==> src/hw/rtl/mrpct_pkg.sv <==
// ----------------------------------------------------------------------------
// mrpct_pkg
// Shared types and constants for the raster to page-column transposer.
// ----------------------------------------------------------------------------
package mrpct_pkg;

  localparam int PIX_W          = 8;
  localparam int BPL_W          = 5;
  localparam int BANDS_W        = 4;
  localparam int CFG_DATA_W     = 5;
  localparam int CNT_W          = 7;
  localparam int STORE_ROWS     = 7;
  localparam int BPL_DEFAULT    = 16;
  localparam int BANDS_DEFAULT  = 8;
  localparam int MAX_LINE_BYTES = 16;
  localparam int MAX_BANDS      = 8;
  localparam int QUEUE_DEPTH    = 4;
  localparam int QPTR_W         = 2;
  localparam int QCNT_W         = 3;

  localparam logic [2:0] LAST_ROW = 3'd7;
  localparam logic [2:0] LAST_IDX = 3'd7;

  localparam logic REG_BYTES_PER_LINE = 1'b0;
  localparam logic REG_BAND_COUNT     = 1'b1;

  typedef logic [PIX_W-1:0] pix_t;

  typedef struct packed {
    logic [7:0][PIX_W-1:0] pages;
    logic                  frame_end;
  } page_entry_t;

  function automatic logic [CNT_W-1:0] clamp_cfg(input logic [CNT_W-1:0] v,
                                                 input logic [CNT_W-1:0] hi);
    logic [CNT_W-1:0] res;
    if (v == '0) begin
      res = CNT_W'(1);
    end else if (v > hi) begin
      res = hi;
    end else begin
      res = v;
    end
    return res;
  endfunction

endpackage

==> src/hw/rtl/mrpct_ram.sv <==
// ----------------------------------------------------------------------------
// mrpct_ram
// Generic single-write, single-read RAM with a registered read port.
// ----------------------------------------------------------------------------
module mrpct_ram #(
  parameter int WIDTH = 8,
  parameter int DEPTH = 16
) (
  input  logic                                        clk,
  input  logic                                        wr_en,
  input  logic [((DEPTH > 1) ? $clog2(DEPTH) : 1)-1:0] wr_addr,
  input  logic [WIDTH-1:0]                            wr_data,
  input  logic                                        rd_en,
  input  logic [((DEPTH > 1) ? $clog2(DEPTH) : 1)-1:0] rd_addr,
  output logic [WIDTH-1:0]                            rd_data
);

  logic [WIDTH-1:0] mem_r [DEPTH];
  logic [WIDTH-1:0] rd_data_r;

  always_ff @(posedge clk) begin
    if (wr_en) begin
      mem_r[wr_addr] <= wr_data;
    end
    if (rd_en) begin
      rd_data_r <= mem_r[rd_addr];
    end
  end

  assign rd_data = rd_data_r;

endmodule

==> src/hw/rtl/mrpct_front.sv <==
// ----------------------------------------------------------------------------
// mrpct_front
// Tracks the raster position, stores rows 0 to 6 of the band and, for each
// row 7 item, transposes the 8x8 bit block into a queue entry.
// ----------------------------------------------------------------------------
module mrpct_front #(
  parameter int MAX_LINE_BYTES = mrpct_pkg::MAX_LINE_BYTES,
  parameter int MAX_BANDS      = mrpct_pkg::MAX_BANDS
) (
  input  logic                               clk,
  input  logic                               rst_n,
  input  logic                               in_valid,
  output logic                               in_ready,
  input  logic [mrpct_pkg::PIX_W-1:0]        in_pixel_byte,
  input  logic                               cfg_we,
  input  logic                               cfg_index,
  input  logic [mrpct_pkg::CFG_DATA_W-1:0]   cfg_wdata,
  input  logic [mrpct_pkg::QCNT_W-1:0]       q_count,
  output logic                               push,
  output mrpct_pkg::page_entry_t             push_entry
);

  localparam int COL_W  = (MAX_LINE_BYTES > 1) ? $clog2(MAX_LINE_BYTES) : 1;
  localparam int BAND_W = (MAX_BANDS > 1) ? $clog2(MAX_BANDS) : 1;
  localparam logic [mrpct_pkg::BPL_W-1:0] BPL_RST =
    (MAX_LINE_BYTES < mrpct_pkg::BPL_DEFAULT) ? mrpct_pkg::BPL_W'(MAX_LINE_BYTES)
                                              : mrpct_pkg::BPL_W'(mrpct_pkg::BPL_DEFAULT);
  localparam logic [mrpct_pkg::BANDS_W-1:0] BANDS_RST =
    (MAX_BANDS < mrpct_pkg::BANDS_DEFAULT) ? mrpct_pkg::BANDS_W'(MAX_BANDS)
                                           : mrpct_pkg::BANDS_W'(mrpct_pkg::BANDS_DEFAULT);

  logic [COL_W-1:0]                   col_r, col_nxt;
  logic [2:0]                         row_r, row_nxt;
  logic [BAND_W-1:0]                  band_r, band_nxt;
  logic [mrpct_pkg::BPL_W-1:0]        bpl_r, bpl_nxt;
  logic [mrpct_pkg::BANDS_W-1:0]      bands_r, bands_nxt;
  logic                               s1_valid_r, s1_valid_nxt;
  logic [mrpct_pkg::PIX_W-1:0]        s1_pix_r;
  logic                               s1_fe_r;

  logic                               accept;
  logic                               line_end;
  logic                               last_band;
  logic [mrpct_pkg::CNT_W-1:0]        col_inc;
  logic [mrpct_pkg::CNT_W-1:0]        band_inc;
  logic [mrpct_pkg::CNT_W-1:0]        bpl_clamped;
  logic [mrpct_pkg::CNT_W-1:0]        bands_clamped;
  logic [mrpct_pkg::QCNT_W:0]         q_used;
  logic [mrpct_pkg::PIX_W-1:0]        rows [8];

  assign q_used   = {1'b0, q_count} + {{mrpct_pkg::QCNT_W{1'b0}}, s1_valid_r};
  assign in_ready = (q_used < (mrpct_pkg::QCNT_W + 1)'(mrpct_pkg::QUEUE_DEPTH));
  assign accept   = in_valid && in_ready;

  assign col_inc   = mrpct_pkg::CNT_W'(col_r) + mrpct_pkg::CNT_W'(1);
  assign band_inc  = mrpct_pkg::CNT_W'(band_r) + mrpct_pkg::CNT_W'(1);
  assign line_end  = (col_inc >= mrpct_pkg::CNT_W'(bpl_r));
  assign last_band = (band_inc >= mrpct_pkg::CNT_W'(bands_r));

  assign bpl_clamped   = mrpct_pkg::clamp_cfg(mrpct_pkg::CNT_W'(cfg_wdata),
                                              mrpct_pkg::CNT_W'(MAX_LINE_BYTES));
  assign bands_clamped = mrpct_pkg::clamp_cfg(
                           mrpct_pkg::CNT_W'(cfg_wdata[mrpct_pkg::BANDS_W-1:0]),
                           mrpct_pkg::CNT_W'(MAX_BANDS));

  always_comb begin
    col_nxt      = col_r;
    row_nxt      = row_r;
    band_nxt     = band_r;
    bpl_nxt      = bpl_r;
    bands_nxt    = bands_r;
    s1_valid_nxt = accept && (row_r == mrpct_pkg::LAST_ROW);
    if (cfg_we) begin
      case (cfg_index)
        mrpct_pkg::REG_BYTES_PER_LINE: begin
          bpl_nxt = bpl_clamped[mrpct_pkg::BPL_W-1:0];
        end
        mrpct_pkg::REG_BAND_COUNT: begin
          bands_nxt = bands_clamped[mrpct_pkg::BANDS_W-1:0];
        end
        default: begin
          bpl_nxt = bpl_r;
        end
      endcase
      col_nxt  = '0;
      row_nxt  = '0;
      band_nxt = '0;
    end else if (accept) begin
      if (line_end) begin
        col_nxt = '0;
        if (row_r == mrpct_pkg::LAST_ROW) begin
          row_nxt  = '0;
          band_nxt = last_band ? '0 : band_inc[BAND_W-1:0];
        end else begin
          row_nxt = row_r + 3'd1;
        end
      end else begin
        col_nxt = col_inc[COL_W-1:0];
      end
    end
  end

  always_ff @(posedge clk) begin
    if (!rst_n) begin
      col_r      <= '0;
      row_r      <= '0;
      band_r     <= '0;
      bpl_r      <= BPL_RST;
      bands_r    <= BANDS_RST;
      s1_valid_r <= 1'b0;
    end else begin
      col_r      <= col_nxt;
      row_r      <= row_nxt;
      band_r     <= band_nxt;
      bpl_r      <= bpl_nxt;
      bands_r    <= bands_nxt;
      s1_valid_r <= s1_valid_nxt;
    end
  end

  always_ff @(posedge clk) begin
    if (accept) begin
      s1_pix_r <= in_pixel_byte;
      s1_fe_r  <= line_end && last_band;
    end
  end

  for (genvar r = 0; r < mrpct_pkg::STORE_ROWS; r++) begin : g_row
    mrpct_ram #(
      .WIDTH (mrpct_pkg::PIX_W),
      .DEPTH (MAX_LINE_BYTES)
    ) u_row_ram (
      .clk     (clk),
      .wr_en   (accept && (row_r == 3'(r))),
      .wr_addr (col_r),
      .wr_data (in_pixel_byte),
      .rd_en   (accept),
      .rd_addr (col_r),
      .rd_data (rows[r])
    );
  end

  assign rows[mrpct_pkg::STORE_ROWS] = s1_pix_r;

  always_comb begin
    push_entry.frame_end = s1_fe_r;
    for (int b = 0; b < 8; b++) begin
      for (int r = 0; r < 8; r++) begin
        push_entry.pages[b][r] = rows[r][7-b];
      end
    end
  end

  assign push = s1_valid_r;

endmodule

==> src/hw/rtl/mrpct_queue.sv <==
// ----------------------------------------------------------------------------
// mrpct_queue
// Short queue of transposed blocks between the front and back parts.
// ----------------------------------------------------------------------------
module mrpct_queue (
  input  logic                          clk,
  input  logic                          rst_n,
  input  logic                          push,
  input  mrpct_pkg::page_entry_t        push_entry,
  input  logic                          pop,
  output logic                          head_valid,
  output mrpct_pkg::page_entry_t        head_entry,
  output logic [mrpct_pkg::QCNT_W-1:0]  count
);

  mrpct_pkg::page_entry_t              slot_r [mrpct_pkg::QUEUE_DEPTH];
  logic [mrpct_pkg::QPTR_W-1:0]        wr_ptr_r, wr_ptr_nxt;
  logic [mrpct_pkg::QPTR_W-1:0]        rd_ptr_r, rd_ptr_nxt;
  logic [mrpct_pkg::QCNT_W-1:0]        count_r, count_nxt;
  logic                                do_pop;

  assign head_valid = (count_r != '0);
  assign head_entry = slot_r[rd_ptr_r];
  assign count      = count_r;
  assign do_pop     = pop && head_valid;

  always_comb begin
    wr_ptr_nxt = push ? wr_ptr_r + 1'b1 : wr_ptr_r;
    rd_ptr_nxt = do_pop ? rd_ptr_r + 1'b1 : rd_ptr_r;
    count_nxt  = count_r;
    if (push && !do_pop) begin
      count_nxt = count_r + 1'b1;
    end else if (!push && do_pop) begin
      count_nxt = count_r - 1'b1;
    end
  end

  always_ff @(posedge clk) begin
    if (!rst_n) begin
      wr_ptr_r <= '0;
      rd_ptr_r <= '0;
      count_r  <= '0;
    end else begin
      wr_ptr_r <= wr_ptr_nxt;
      rd_ptr_r <= rd_ptr_nxt;
      count_r  <= count_nxt;
    end
  end

  always_ff @(posedge clk) begin
    if (push) begin
      slot_r[wr_ptr_r] <= push_entry;
    end
  end

endmodule

==> src/hw/rtl/mrpct_back.sv <==
// ----------------------------------------------------------------------------
// mrpct_back
// Takes one transposed block from the queue and sends its eight page bytes,
// one item per cycle while out_ready is high, with the run-end and frame-end flags.
// ----------------------------------------------------------------------------
module mrpct_back (
  input  logic                          clk,
  input  logic                          rst_n,
  input  logic                          head_valid,
  input  mrpct_pkg::page_entry_t        head_entry,
  output logic                          pop,
  output logic                          out_valid,
  input  logic                          out_ready,
  output logic [mrpct_pkg::PIX_W-1:0]   out_page_byte,
  output logic                          out_last_of_run,
  output logic                          out_last_of_frame
);

  logic                     busy_r, busy_nxt;
  logic [2:0]               idx_r, idx_nxt;
  mrpct_pkg::page_entry_t   ent_r, ent_nxt;
  logic                     run_end;

  assign run_end = (idx_r == mrpct_pkg::LAST_IDX);
  assign pop     = head_valid && (!busy_r || (out_ready && run_end));

  always_comb begin
    busy_nxt = busy_r;
    idx_nxt  = idx_r;
    ent_nxt  = ent_r;
    if (pop) begin
      busy_nxt = 1'b1;
      idx_nxt  = '0;
      ent_nxt  = head_entry;
    end else if (busy_r && out_ready) begin
      if (run_end) begin
        busy_nxt = 1'b0;
      end else begin
        idx_nxt = idx_r + 3'd1;
      end
    end
  end

  always_ff @(posedge clk) begin
    if (!rst_n) begin
      busy_r <= 1'b0;
      idx_r  <= '0;
    end else begin
      busy_r <= busy_nxt;
      idx_r  <= idx_nxt;
    end
  end

  always_ff @(posedge clk) begin
    ent_r <= ent_nxt;
  end

  assign out_valid         = busy_r;
  assign out_page_byte     = ent_r.pages[idx_r];
  assign out_last_of_run   = run_end;
  assign out_last_of_frame = run_end && ent_r.frame_end;

endmodule

==> src/hw/rtl/mono_raster_to_page_column_transpose.sv <==
// ----------------------------------------------------------------------------
// mono_raster_to_page_column_transpose
// Turns a row-major 1-bit raster into page bytes of eight vertical pixels.
// ----------------------------------------------------------------------------
// Items of rows 0 to 6 produce no output and go in one per cycle while ready.
// A row 7 item passes the front stage register, the block queue and the back
// part's entry register; its block then gives eight page bytes in all.
// The back part sends one page byte per cycle while out_ready is high; a
// four-entry queue of blocks lets the input run on while those bytes go out.
// Reset clears the position and the queue and sets both registers to their
// defaults; the band store is not cleared and needs no clearing pass.
module mono_raster_to_page_column_transpose #(
  parameter int MAX_LINE_BYTES = mrpct_pkg::MAX_LINE_BYTES,
  parameter int MAX_BANDS      = mrpct_pkg::MAX_BANDS
) (
  input  logic                              clk,
  input  logic                              rst_n,
  input  logic                              in_valid,
  output logic                              in_ready,
  input  logic [mrpct_pkg::PIX_W-1:0]       in_pixel_byte,
  output logic                              out_valid,
  input  logic                              out_ready,
  output logic [mrpct_pkg::PIX_W-1:0]       out_page_byte,
  output logic                              out_last_of_run,
  output logic                              out_last_of_frame,
  input  logic                              cfg_we,
  input  logic                              cfg_index,
  input  logic [mrpct_pkg::CFG_DATA_W-1:0]  cfg_wdata
);

  logic                             push;
  mrpct_pkg::page_entry_t           push_entry;
  logic                             pop;
  logic                             head_valid;
  mrpct_pkg::page_entry_t           head_entry;
  logic [mrpct_pkg::QCNT_W-1:0]     q_count;

  mrpct_front #(
    .MAX_LINE_BYTES (MAX_LINE_BYTES),
    .MAX_BANDS      (MAX_BANDS)
  ) u_front (
    .clk           (clk),
    .rst_n         (rst_n),
    .in_valid      (in_valid),
    .in_ready      (in_ready),
    .in_pixel_byte (in_pixel_byte),
    .cfg_we        (cfg_we),
    .cfg_index     (cfg_index),
    .cfg_wdata     (cfg_wdata),
    .q_count       (q_count),
    .push          (push),
    .push_entry    (push_entry)
  );

  mrpct_queue u_queue (
    .clk        (clk),
    .rst_n      (rst_n),
    .push       (push),
    .push_entry (push_entry),
    .pop        (pop),
    .head_valid (head_valid),
    .head_entry (head_entry),
    .count      (q_count)
  );

  mrpct_back u_back (
    .clk               (clk),
    .rst_n             (rst_n),
    .head_valid        (head_valid),
    .head_entry        (head_entry),
    .pop               (pop),
    .out_valid         (out_valid),
    .out_ready         (out_ready),
    .out_page_byte     (out_page_byte),
    .out_last_of_run   (out_last_of_run),
    .out_last_of_frame (out_last_of_frame)
  );

endmodule
==> config.mk <==
export PLATFORM = sky130hd
export DESIGN_NAME = mono_raster_to_page_column_transpose
export DESIGN_NICKNAME = d
export VERILOG_FILES = /design/src/hw/rtl/mrpct_pkg.sv /design/src/hw/rtl/mrpct_ram.sv /design/src/hw/rtl/mrpct_front.sv /design/src/hw/rtl/mrpct_queue.sv /design/src/hw/rtl/mrpct_back.sv /design/src/hw/rtl/mono_raster_to_page_column_transpose.sv
export SDC_FILE = /design/constraint.sdc
export NUM_CORES = 1
export LEC_CHECK = 0
export BUFFER_PORTS_ARGS = -buffer_cell sky130_fd_sc_hd__buf_2
export CAP_MARGIN = 20
export CELL_PAD_IN_SITES_DETAIL_PLACEMENT = 0
export CELL_PAD_IN_SITES_GLOBAL_PLACEMENT = 2
export CORE_ASPECT_RATIO = 0.8
export CORE_MARGIN = 2
export CORE_UTILIZATION = 47
export DETAILED_ROUTE_END_ITERATION = 10
export HOLD_SLACK_MARGIN = 0.15
export PLACE_DENSITY_LB_ADDON = 0.25
export SLEW_MARGIN = 20
export SYNTH_ARGS = -nofsm -noshare
export SYNTH_HDL_FRONTEND = slang
export SYNTH_SLANG_ARGS = --single-unit
==> constraint.sdc <==
create_clock -name clk -period 3.1 [get_ports clk]
set_clock_uncertainty 0.15 [all_clocks]
set_input_delay 0.155 -clock clk [delete_from_list [all_inputs] [get_ports clk]]
set_output_delay 0.155 -clock clk [all_outputs]
set_load 0.02 [all_outputs]
==> results of run 1 <==
## what timing repair did
action,CTS,global route
endpoints found under the hold margin,912,0
gates resized for setup,0,0
hold buffers,33,0
buffers inserted,0,0
## cell type report
type	instances	area [um^2]
clock inverter	73	599
tap	1404	1760
timing repair buffer	218	1850
fill	7877	47600
multi-input combinational	662	9890
clock buffer	165	3530
inverter	17	63.8
sequential	1317	39300
## cell usage in the layout, fill, tap and decap left out, types with 16 or more instances in the layout
cell	instances
buf_2	22
buf_4	145
clkbuf_1	28
clkbuf_16	137
clkinv_1	32
clkinv_2	20
dfxtp_1	25
dlygate4sd3_1	33
edfxtp_1	1286
ha_1	27
inv_1	16
mux4_2	361
nand2_1	29
nor2_1	127
## cells by family (layout without fill, tap and decap cells)
logic type,after synthesis,count (layout)
flops,1317,1317
mux,373,373
simple gates,216,216
buf+inv,112,473
compound gates,33,33
fa+ha+maj,28,28
xor+xnor,12,12
## registers in the layout, indices dropped and copies added (netlist names), 4 cells and up
signal / cells
u_front.g_row.u_row_ram.mem_r: 896
u_queue.slot_r: 260
u_back.ent_r: 65
u_front.g_row.u_row_ram.rd_data: 56
u_front.s1_pix_r: 8
u_front.bpl_r: 5
u_front.bands_r: 4
u_front.col_r: 4
## where the power goes
part	internal [mW]	switching (mW)
clock	8.76	6.51
sequential	20.0	0.220
combinational	0.735	1.03
## worst max-delay path, cell delays in order (launching register included)
cell and delay (ps):
dfxtp_1 340, buf_4 380, mux4_2 620, mux2_2 280, buf_2 160
## metal layers
| layer | GRT usage | vias to the layer above | routed length, um |
|---|---|---|---|
| li1 | - | 9342 | - |
| met1 | 0.310 | 11900 | 49500 |
| met2 | 0.301 | 722 | 49000 |
| met3 | 0.0447 | 124 | 7590 |
| met4 | 0.0523 | 0 | 1720 |
| met5 | 0 | - | 0 |
## cells in the mapped netlist, types with 4 or more instances
library cell	instances
edfxtp_1	1286
mux4_2	361
nor2_1	127
clkbuf_1	38
buf_2	37
dfxtp_1	31
nand2_1	29
ha_1	27
inv_1	17
buf_1	16
nor2b_1	15
a21oi_1	14
nand3_1	13
and2_1	9
mux2_2	8
xor2_1	8
o21ai_0	7
nor3b_1	6
nand2b_1	5
buf_6	4
mux2i_1	4
xnor2_1	4
## metrics by stage
step / instances / util / instance area, um^2 / worst slack (ps)
floorplan: 2091 / - / 49600 / 41.3
global placement: 3585 / 0.502 / 52500 / 328
detailed placement: 3585 / 0.502 / 52500 / 290
CTS: 3856 / 0.545 / 56900 / 147
global route: 3856 / 0.545 / 56900 / 115
finish: 3856 / 0.545 / 56900 / 244
## worst paths after layout
check	startpoint	to	slack, ps	depth (start not counted)
hold reg to reg	u_front.s1_pix_r[6]	u_queue.slot_r[0][16]	340	0
setup reg to reg	u_back.idx_r[0]	u_queue.count[2]	300	10
setup / recovery	u_back.idx_r[0]	out_page_byte[5]	240	4
hold / removal	out_ready	u_back.out_valid	210	4
==> qor.csv, run 1 <==
stage,metric,value,unit
die,core_area,0.105,mm^2
clock_tree,clk_latency,750,ps
clock_tree,cts_htree_levels,4,
logic_synthesis,netlist_instances,2091,
cells_and_area,nets,2396,
power_and_ir_drop,p_total,37.2,mW
logic_synthesis,yosys.area.top_type,edfxtp_1,
sta,max-slew-margin-rel,0.355,
grt,track_usage,0.203,
clock_tree,cts_buffers,133,
sta,rsz0062_at_grt,false,
placement,port_buffers,30,
logic_synthesis,synth_area_leaders,"edfxtp_1 (78%), mux4_2 (16%), dfxtp_1 (1.3%), nor2_1 (0.96%), ha_1 (0.68%)",
cells_and_area,syn2layout_area_growth,14.8,%
grt,grt_start_max_net_pins,141,
grt,grt_overflow_total,0,
sta,clock.fmax,350,MHz
clock_tree,cts_sinks,1317,
route,post_drt_wl_per_cell,28.0,um
logic_synthesis,ys_ff_latch,1317,
logic_synthesis,synth_xor_area_frac,0.00212,
worst_setup_path,cp-start-kind,flip-flop,
route,wl,108000,um
worst_hold_path,hold_path_class,in -> reg,
placement,place_congestion,0.763,
route,viasPerCell,5.73,
route,ant_nets,0,
logic_synthesis,synth_nets,2138,
worst_setup_path,path_class,reg -> out,
logic_synthesis,synthMuxAreaShare,0.167,
run,cap_violations,0,
worst_setup_path,arrival,2550,ps
power_and_ir_drop,ir_drop,0.591,mV
power_and_ir_drop,powerDensity,654,mW/mm^2
outcome,status,"complete, no violations",
logic_synthesis,synth_top_area_frac,0.778,
die,rows,106,
sta,report.final.slew_viol_count,0,
placement,hpwl,62400,um
logic_synthesis,synthFlopType,edfxtp_1,
sta,hold_ws,212,ps
clock_tree,cts_buffer_depth,3,
route,drt_iter0_drc,2303,
sta,hold_viol,0,
logic_synthesis,synth-simple-area-share,0.0192,
die,start_util,0.475,
sta,final.setup.tns,0,ps
logic_synthesis,synthArstFlopShare,0,
clock_tree,cts.clk_slew.worst_paths,60,ps
clock_tree,cts_tree,yes,
die,ios,31,
worst_setup_path,end_kind,output pin,
logic_synthesis,synth_compound_area_frac,0.00398,
die,die_h,295,um
cells_and_area,num_antenna_cells,0,
logic_synthesis,synth-adder-area-share,0.00721,
logic_synthesis,seq_area_frac_synth,0.791,
logic_synthesis,yosys_warnings,0,
sta,setup_viol,0,
route,num_vias,22100,
grt,grt_pass1_wl,158000,um
die,die_area,0.108,mm^2
worst_setup_path,crit_fanout,17,
clock_tree,cts_root_buffer,clkbuf_16,
worst_setup_path,worstPathRequired,2790,ps
sta,post-route-min-period,2860,ps
power_and_ir_drop,p_leak,17.6,nW
logic_synthesis,netlist_area,0.0496,mm^2
cells_and_area,drive_above_1_share,0.304,
logic_synthesis,synth_cell_types,38,
die,die_w,367,um
sta,worst_slew_pin_slew,967,ps
sta,final.period_utilization,0.921,
route,first_pass_iters,5,
grt,grt_pass1_vias,22500,
logic_synthesis,synth_top_family_by_area,multiplexers,
route,drc,0,
logic_synthesis,synth_edf_count,1286,
logic_synthesis,avgSynthCellArea,23.7,um^2
grt,antenna_found_initial,4,
(Power assumes the default switching activity.)
==> run 2, diff against run 1 <==
CORE_UTILIZATION = 56   (was 47)
clock period = 3.5 ns   (was 3.1 ns; I/O delays follow)
==> qor.csv, run 2 (synthesis results as in run 1) <==
stage,metric,value,unit,change
outcome,status,"complete, no violations",,
route,met1Wirelength,44900,um,-9.4%
route,wl,104000,um,-3.3%
power_and_ir_drop,p_leak,17.5,nW,-0.30%
route,ant_nets,0,,unchanged
grt,grt_start_max_net_pins,114,,-19%
sta,hold_viol,0,,unchanged
worst_setup_path,cp-start-kind,flip-flop,,
sta,setup_slack,447,ps,+203 ps
die,start_util,0.566,,+0.0915
route,post_drt_wl_per_cell,28.7,um,+2.6%
grt,antenna_found_initial,2,,-2
cells_and_area,largest_reg_flops,896,,unchanged
power_and_ir_drop,switching_share,0.204,,-0.00440
worst_setup_path,worstPathRequired,3670,ps,+880 ps
placement,place_ws,566,ps,+275 ps
sta,post-route-min-period,3050,ps,
clock_tree,clk_latency,700,ps,-50 ps
sta,report.final.slew_viol_count,0,,unchanged
sta,setup_viol,0,,unchanged
cells_and_area,syn2layout_area_growth,13.8,%,
sta,rsz0062_at_grt,false,,
sta,worst_slew_pin_slew,1050,ps,+83.7 ps
route,num_vias,22200,,+0.22%
die,die_w,337,um,-8.3%
route,viasPerCell,6.10,,+6.4%
power_and_ir_drop,clkPwrFrac,0.401,,-0.009
clock_tree,cts_sinks,1317,,unchanged
sta,clock.fmax,328,MHz,
cells_and_area,fill_cells,5685,,-28%
clock_tree,cts_root_buffer,clkbuf_16,,
clock_tree,cts_tree,yes,,
power_and_ir_drop,powerDensity,574,mW/mm^2,-12%
cells_and_area,multi_input_area,0.00989,mm^2,unchanged
die,ios,31,,unchanged
sta,final.setup.tns,0,ps,unchanged
clock_tree,cts_htree_levels,3,,-1
route,first_pass_iters,5,,unchanged
die,core_area,0.0876,mm^2,-16%
worst_setup_path,arrival,3220,ps,+670 ps
die,die_area,0.0910,mm^2,-16%
route,met3_length,9530,um,+26%
cells_and_area,seqCellArea,0.0393,mm^2,unchanged
cells_and_area,drive_above_1_share,0.307,,+0.00304
die,rows,97,,-8.5%
placement,hpwl,61000,um,-2.2%
sta,hold_ws,284,ps,+71.7 ps
route,dr_wl_met2,47800,um,-2.4%
placement,place_congestion,0.789,,+3.4%
worst_hold_path,hold_path_class,in -> reg,,
power_and_ir_drop,ir_drop,0.409,mV,-31%
grt,grt_pass1_vias,22400,,-0.81%
cells_and_area,reg_top3,"u_front.g_row.u_row_ram.mem_r: 896 flops, u_queue.slot_r: 260 flops, u_back.ent_r: 65 flops",,
route,highest_layer,met4,,
worst_setup_path,end_kind,flip-flop,,
clock_tree,cts.clk_slew.worst_paths,70,ps,about the same
cells_and_area,regMostFlops,u_front.g_row.u_row_ram.mem_r,,
cells_and_area,final_common_cell,edfxtp_1,,
cells_and_area,final_cell_mix,"edfxtp_1 (1286), mux4_2 (361), buf_4 (156)",,
sta,final.period_utilization,0.872,,
power_and_ir_drop,p_total,32.4,mW,-13%
sta,max-slew-margin-rel,0.300,,-0.0558
clock_tree,cts_buffers,120,,-9.8%
run,cap_violations,0,,unchanged
grt,track_usage,0.235,,+0.0316
clock_tree,cts_buffer_depth,3,,unchanged
placement,port_buffers,30,,unchanged
worst_setup_path,path_class,reg -> reg,,
cells_and_area,nets,2390,,-0.25%
power_and_ir_drop,switching_power,6.61,mW,-15%
grt,grt_pass1_wl,153000,um,-2.8%
worst_setup_path,crit_fanout,16,,-1
power_and_ir_drop,p_int,25.8,mW,-12%
cells_and_area,fin_util,0.645,,+0.0997
power_and_ir_drop,combPwrFrac,0.047,,about the same
route,drt_iter0_drc,2555,,+11%
power_and_ir_drop,seqPwrFrac,0.552,,+0.010
route,drc,0,,unchanged
grt,grt_overflow_total,0,,unchanged
die,die_h,270,um,-8.3%
run 2: changes by cell type in the layout (fill, tap and decap cells not counted), moves of 3 or more:
cell | before | now
buf_12 | 13 | 9
buf_4 | 145 | 156
bufinv_16 | 8 | 15
clkbuf_1 | 28 | 23
clkbuf_16 | 137 | 122
clkinv_1 | 32 | 24
clkinv_2 | 20 | 29
clkinv_4 | 0 | 3
clkinv_8 | 4 | 1
inv_6 | 7 | 3
run 2: worst max-delay path, cell delays in order, from the launching register on:
cell and delay (ps):
dfxtp_1 360, a31oi_1 600, and3_1 390, nand2_1 430, nor2_1 730
run 2: path summary, 6_finish.rpt:
check / start / endpoint / slack [ps] / cells past startpoint
worst min register to register: u_front.g_row[4].u_row_ram.rd_data[1] / u_queue.slot_r[2][53] / 340 / 0
worst min-delay path: out_ready / u_back.out_valid / 280 / 4
worst max-delay path: u_queue.count[0] / u_front.g_row[0].u_row_ram.mem_r[4][3] / 450 / 4
worst max register to register: u_queue.count[0] / u_front.g_row[0].u_row_ram.mem_r[4][3] / 450 / 4
run 2: cell type report:
type / count / share of cell area
flip-flops and latches: 1317 / 0.695
multi-input cells: 662 / 0.175
clock buffers: 145 / 0.0556
repair buffers: 225 / 0.0330
well taps: 1188 / 0.0263
clock inverters: 78 / 0.0138
inverters: 17 / 0.00113
diodes: 1 / 0.0000443
run 2: what timing repair did:
item | in CTS | in global routing
hold endpoints to repair | 402 | 0
setup buffers | 0 | 0
resized for setup | 0 | 0
hold buffers | 33 | 0
run 2: metrics by stage:
stage | instance area [um^2] | instances
floorplan | 49600 | 2091
global placement | 52200 | 3375
detailed placement | 52200 | 3376
CTS | 56500 | 3632
global route | 56500 | 3632
finish | 56500 | 3633
run 2: metal layers:
metal  vias to the layer above  track usage
met2                       894        0.344
met3                       131       0.0603
met5                         -            0
met4                         0       0.0538
met1                     11800        0.363
li1                       9310            -
run 2: power by group through the flow:
stage	clock [mW]	sequential [mW]	combinational [mW]
4_1_cts	13.2	17.9	1.57
2_1_floorplan	0	18.1	1.01
5_1_grt	13.8	17.9	1.66
3_5_place_dp	0	18.2	1.54
3_3_place_gp	0	18.2	1.51
6_report	13.0	17.9	1.53
